[src/sv/assert_macros.svh]
// assertion helpers used by bdf_back
`ifndef ASSERT_MACROS_SVH
`define ASSERT_MACROS_SVH

`ifndef SYNTH

// same-cycle implication, checked outside reset
`define ASSERT_IMPLIES(label, clk, rst_n, ante, cons) \
    label: assert property (@(posedge clk) disable iff (!(rst_n)) (ante) |-> (cons)) \
        else $error("assertion failed: same-cycle implication");

// next-cycle implication, checked outside reset
`define ASSERT_NEXT(label, clk, rst_n, ante, cons) \
    label: assert property (@(posedge clk) disable iff (!(rst_n)) (ante) |=> (cons)) \
        else $error("assertion failed: next-cycle implication");

`else

`define ASSERT_IMPLIES(label, clk, rst_n, ante, cons)

`define ASSERT_NEXT(label, clk, rst_n, ante, cons)

`endif

`endif

[src/sv/bdf_pkg.sv]
package bdf_pkg;

    localparam int TABLE_DEPTH = 1024;                  // power of two, 16 to 65536
    localparam int IDX_W       = $clog2(TABLE_DEPTH);
    localparam int WORD_W      = 64;
    localparam int HASH_W      = 16;
    localparam int Q_DEPTH     = 2;                     // power of two
    localparam int QPTR_W      = $clog2(Q_DEPTH);
    localparam int QCNT_W      = $clog2(Q_DEPTH + 1);

    typedef struct packed {
        logic              bcast;
        logic [IDX_W-1:0]  idx;
        logic [WORD_W-1:0] bpi;
    } t_req;

    // rotate left by 3, then xor in the next byte, most significant byte first
    function automatic logic [HASH_W-1:0] bpi_hash(input logic [WORD_W-1:0] id);
        logic [HASH_W-1:0] h;
        h = '0;
        for (int k = 0; k < 8; k++) begin
            h = {h[HASH_W-4:0], h[HASH_W-1:HASH_W-3]} ^ {8'h00, id[WORD_W-1-8*k -: 8]};
        end
        return h;
    endfunction

endpackage

[src/sv/bdf_front.sv]
module bdf_front (
    input  logic                         i_clk,
    input  logic                         i_rst_n,
    input  logic                         i_accept,
    input  logic [bdf_pkg::WORD_W-1:0]   i_prefix_high,
    input  logic [bdf_pkg::WORD_W-1:0]   i_prefix_mid,
    input  logic [bdf_pkg::WORD_W-1:0]   i_prefix_low,
    input  logic [bdf_pkg::WORD_W-1:0]   i_bpi,
    output logic                         o_q_full,
    output logic                         o_q_valid,
    output bdf_pkg::t_req                o_q_head,
    input  logic                         i_q_pop
);
    import bdf_pkg::*;

    t_req              n_req;
    logic [HASH_W-1:0] n_hash;
    t_req              r_mem [Q_DEPTH];
    logic [QPTR_W-1:0] r_wptr;
    logic [QPTR_W-1:0] r_rptr;
    logic [QCNT_W-1:0] r_count;

    // classify: broadcast when every prefix bit is set
    always_comb begin
        n_hash      = bpi_hash(i_bpi);
        n_req.bcast = (&i_prefix_high) & (&i_prefix_mid) & (&i_prefix_low);
        n_req.idx   = n_hash[IDX_W-1:0];
        n_req.bpi   = i_bpi;
    end

    always_ff @(posedge i_clk) begin
        if (!i_rst_n) begin
            r_wptr  <= '0;
            r_rptr  <= '0;
            r_count <= '0;
        end else begin
            if (i_accept) begin
                r_wptr <= r_wptr + 1'b1;
            end
            if (i_q_pop) begin
                r_rptr <= r_rptr + 1'b1;
            end
            if (i_accept && !i_q_pop) begin
                r_count <= r_count + 1'b1;
            end else if (!i_accept && i_q_pop) begin
                r_count <= r_count - 1'b1;
            end
        end
    end

    always_ff @(posedge i_clk) begin
        if (i_accept) begin
            r_mem[r_wptr] <= n_req;
        end
    end

    assign o_q_full  = (r_count == QCNT_W'(Q_DEPTH));
    assign o_q_valid = (r_count != '0);
    assign o_q_head  = r_mem[r_rptr];

endmodule

[config.mk]
export PLATFORM = sky130hd
export DESIGN_NAME = bdf_front
export DESIGN_NICKNAME = d
export VERILOG_FILES = /design/src/sv/assert_macros.svh /design/src/sv/bdf_pkg.sv /design/src/sv/bdf_front.sv
export SDC_FILE = /design/constraint.sdc
export NUM_CORES = 1
export LEC_CHECK = 0
export BUFFER_PORTS_ARGS = -buffer_cell sky130_fd_sc_hd__buf_2
export CAP_MARGIN = 0
export CORE_MARGIN = 10
export CORE_UTILIZATION = 45
export CTS_CLUSTER_DIAMETER = 80
export DETAILED_ROUTE_END_ITERATION = 8
export PLACE_DENSITY_LB_ADDON = 0.3
export SYNTH_ARGS = -nofsm -noshare
export SYNTH_HDL_FRONTEND = slang
export SYNTH_SLANG_ARGS = --single-unit
[constraint.sdc]
create_clock -name i_clk -period 7 [get_ports i_clk]
set_input_delay 1.05 -clock i_clk [delete_from_list [all_inputs] [get_ports i_clk]]
set_output_delay 1.05 -clock i_clk [all_outputs]
set_load 0.01 [all_outputs]
==> impl_metrics.csv <==
group,metric,value,unit
die,pin_count,337,
clocking,cts_hold_buffers,0,
critical_path,critPathLaunchType,"register",
pwr,p_switching,0.502,mW
clocking,clock-sinks,155,
timing,timing.fmax,323,MHz
route,drt-initial-drc-count,300,
logic_synthesis,yosysUniqueCellTypes,21,
pwr,p_per_area,272,nW/um2
route,wl,19900,um
die,row_count,43,
die,core,13900,um2
timing,slew_violations,0,
logic_synthesis,synth_warnings,0,
logic_synthesis,syn_area,6360,um2
worst_hold_path,hold_depth,2,
route,viasPerCell,5.12,
timing,hold_violations,0,
logic_synthesis,synthTopCellsByArea,"edfxtp_1 (71%), mux2_2 (13%), nand4_1 (5.0%)",
critical_path,cp.required,5.95,ns
timing,worst_pin_slew,1.04,ns
critical_path,worstRegToRegCells,1,
pwr,leakage,3.54,nW
timing,fin_crit_sh,0.442,
clocking,tritoncts,"yes",
run,maxCapViolCount,0,
timing,rsz0062_at_grt,"false",
clocking,cts_resized,0,
logic_synthesis,syn_inst,354,
placement,routabilityCongestion,0.912,
pwr,p_sw_frac,0.208,
layout,final.fill_count,1022,
critical_path,critPathArrivalTime,2.05,ns
global_routing,grt_overflow,0,
clocking,cts_made_buffers,17,
logic_synthesis,muxShareOfSynthArea,0.133,
pwr,seqPwrFrac,0.463,
timing,relSlewSlack,0.308,
logic_synthesis,synth_top_area_frac,0.708,
logic_synthesis,synthXorXnorAreaFrac,0.0523,
logic_synthesis,syn_nets,615,
route,ant_nets,0,
route,firstDrtPassIters,4,
pwr,p_comb_frac,0.124,
logic_synthesis,synthTopCellsByCount,"edfxtp_1 (150), mux2_2 (75), nand4_1 (51)",
placement,hpwl,15700,um
die,start_util,0.458,
clocking,clk_pin_slew,0.06,ns
die,die_height,139,um
logic_synthesis,ys.flop_type,"edfxtp_1",
logic_synthesis,synth_adder_area_share,0.00197,
global_routing,grt_antenna_before_repair,1,
logic_synthesis,synth-edff-count,150,
global_routing,grt_pass1_vias,5263,
worst_hold_path,worstHoldEndpoint,"r_count[1]",
logic_synthesis,syn_avg_cell_area,18.0,um2
clocking,clk_latency,0.42,ns
logic_synthesis,synth_top_family_by_area,"multiplexers",
logic_synthesis,synth_most_common_cell,"edfxtp_1",
critical_path,reg2reg_slack,5.32,ns
status,status,"finished clean",
timing,period_minus_slack,3.10,ns
layout,nets,963,
timing,finalSetupTns,0,ns
critical_path,path_class,"register to output port",
clocking,post_cts.repair.setup_buffers,0,
global_routing,grt_use_total,0.203,
placement,portBuffers,336,
layout,instances_no_fill,895,
layout,syn2layout_area_growth,39.2,%
layout,drive_gt1_frac,0.618,
clocking,clock_tree.buffer_depth,2,
global_routing,grt_max_degree,77,
layout,n_antenna_cell,0,
logic_synthesis,async_flop_share,0,
worst_hold_path,hp-start,"r_count[1]",
logic_synthesis,synth.yosys.seq_area_share,0.724,
clocking,htreeDepth,4,
logic_synthesis,synth_seq_cells,155,
placement,placed_cells,863,
timing,setup_viol,0,
worst_hold_path,hold_path.class,"register to register",
die,dieArea,19300,um2
pwr,ir_worst_vdd,159,uV
critical_path,crit_path_max_fanout,75,
route,post-route-drc-count,0,
pwr,clkPwrFrac,0.412,
critical_path,timing.rr.start,"r_wptr",
logic_synthesis,synthSimpleGateAreaFrac,0.0734,
die,die_w,139,um
route,vias,4586,
critical_path,end_kind,"output port",
logic_synthesis,synth_compound_area_frac,0.00315,
timing,fin_skew,0.00782,ns
logic_synthesis,yosys.area.top_type,"edfxtp_1",
global_routing,grt_first_pass_wirelength,30000,um
critical_path,r2r-end,"r_mem[1][70]",
clocking,cts-root-buf,"clkbuf_16",
route,wl_per_cell,22.2,um
pwr,internal-power,1.91,mW
[final cells by class]
cell class / instances / area (um2) / area share
well taps: 180 / 225 / 0.0254
clock inverters: 9 / 193 / 0.0218
repair buffers: 337 / 1690 / 0.191
multi-input cells: 190 / 1690 / 0.191
inverters: 1 / 3.75 / 0.000424
flip-flops and latches: 155 / 4610 / 0.520
clock buffers: 23 / 448 / 0.0506
[flip-flops by register name, indices dropped and copies added (netlist names), named ones only]
signal,flops
r_count,2
r_mem,150
r_rptr,1
r_wptr,1
[metal layers]
layer	vias up	routed length [um]	track usage
met3	47	1690	0.0760
met2	243	11100	0.369
met5	-	0	0
met4	0	726	0.104
met1	2169	6430	0.194
li1	2127	-	-
[through the flow]
| step | worst slack (ns) | power, mW | util | hold slack, ns | area [um2] |
|---|---|---|---|---|---|
| finish | 3.90 | 2.41 | 0.638 | 0.519 | 8850 |
| global placement | 4.35 | 1.43 | 0.592 | 0.475 | 8210 |
| CTS | 3.87 | 2.43 | 0.638 | 0.524 | 8850 |
| floorplan | 2.12 | 1.28 | - | 0.461 | 6360 |
| detailed placement | 4.34 | 1.44 | 0.592 | 0.514 | 8210 |
| global route | 3.79 | 2.50 | 0.638 | 0.541 | 8850 |
[worst max-delay path by stage]
stage / from / to / slack, ns
final: register / o_q_head[43] / 3.90
after global routing: register / o_q_head[57] / 3.79
after CTS: register / o_q_head[43] / 3.87
after detailed placement: register / o_q_head[43] / 4.34
after global placement: register / o_q_head[25] / 4.35
after floorplan: i_accept / r_mem[0][0] / 2.12
[critical path, cell delays in order (launching register included)]
cell and delay [ns]:
dfxtp_4 1.01, mux2_2 0.43, buf_2 0.15
[power by group through the flow]
| stage | clock network (mW) | logic [mW] | registers (mW) |
|---|---|---|---|
| 2_1_floorplan | 0 | 0.162 | 1.12 |
| 3_5_place_dp | 0 | 0.303 | 1.14 |
| 6_report | 0.994 | 0.300 | 1.12 |
| 5_1_grt | 1.05 | 0.326 | 1.12 |
| 4_1_cts | 1.01 | 0.305 | 1.12 |
| 3_3_place_gp | 0 | 0.295 | 1.13 |
[cells by family after synthesis]
kind of cell,after synthesis
xor gates and xnor gates,38
and+or+nand+nor,73
adders and majority gates,1
muxes,75
DFF,155
buffers and inverters,9
AOI/OAI and AO/OA,3
[placed cells by master, fill, tap and decap left out, types with 2 or more instances in the layout]
cell,instances
and2_1,3
buf_2,336
bufinv_16,6
clkbuf_1,6
clkbuf_16,17
clkinv_1,2
dfxtp_1,4
edfxtp_1,150
mux2_2,75
nand4_1,51
nor2b_1,2
nor4_1,11
xnor2_1,31
xor2_1,7
Note: power is estimated with default switching activity, not from simulation.
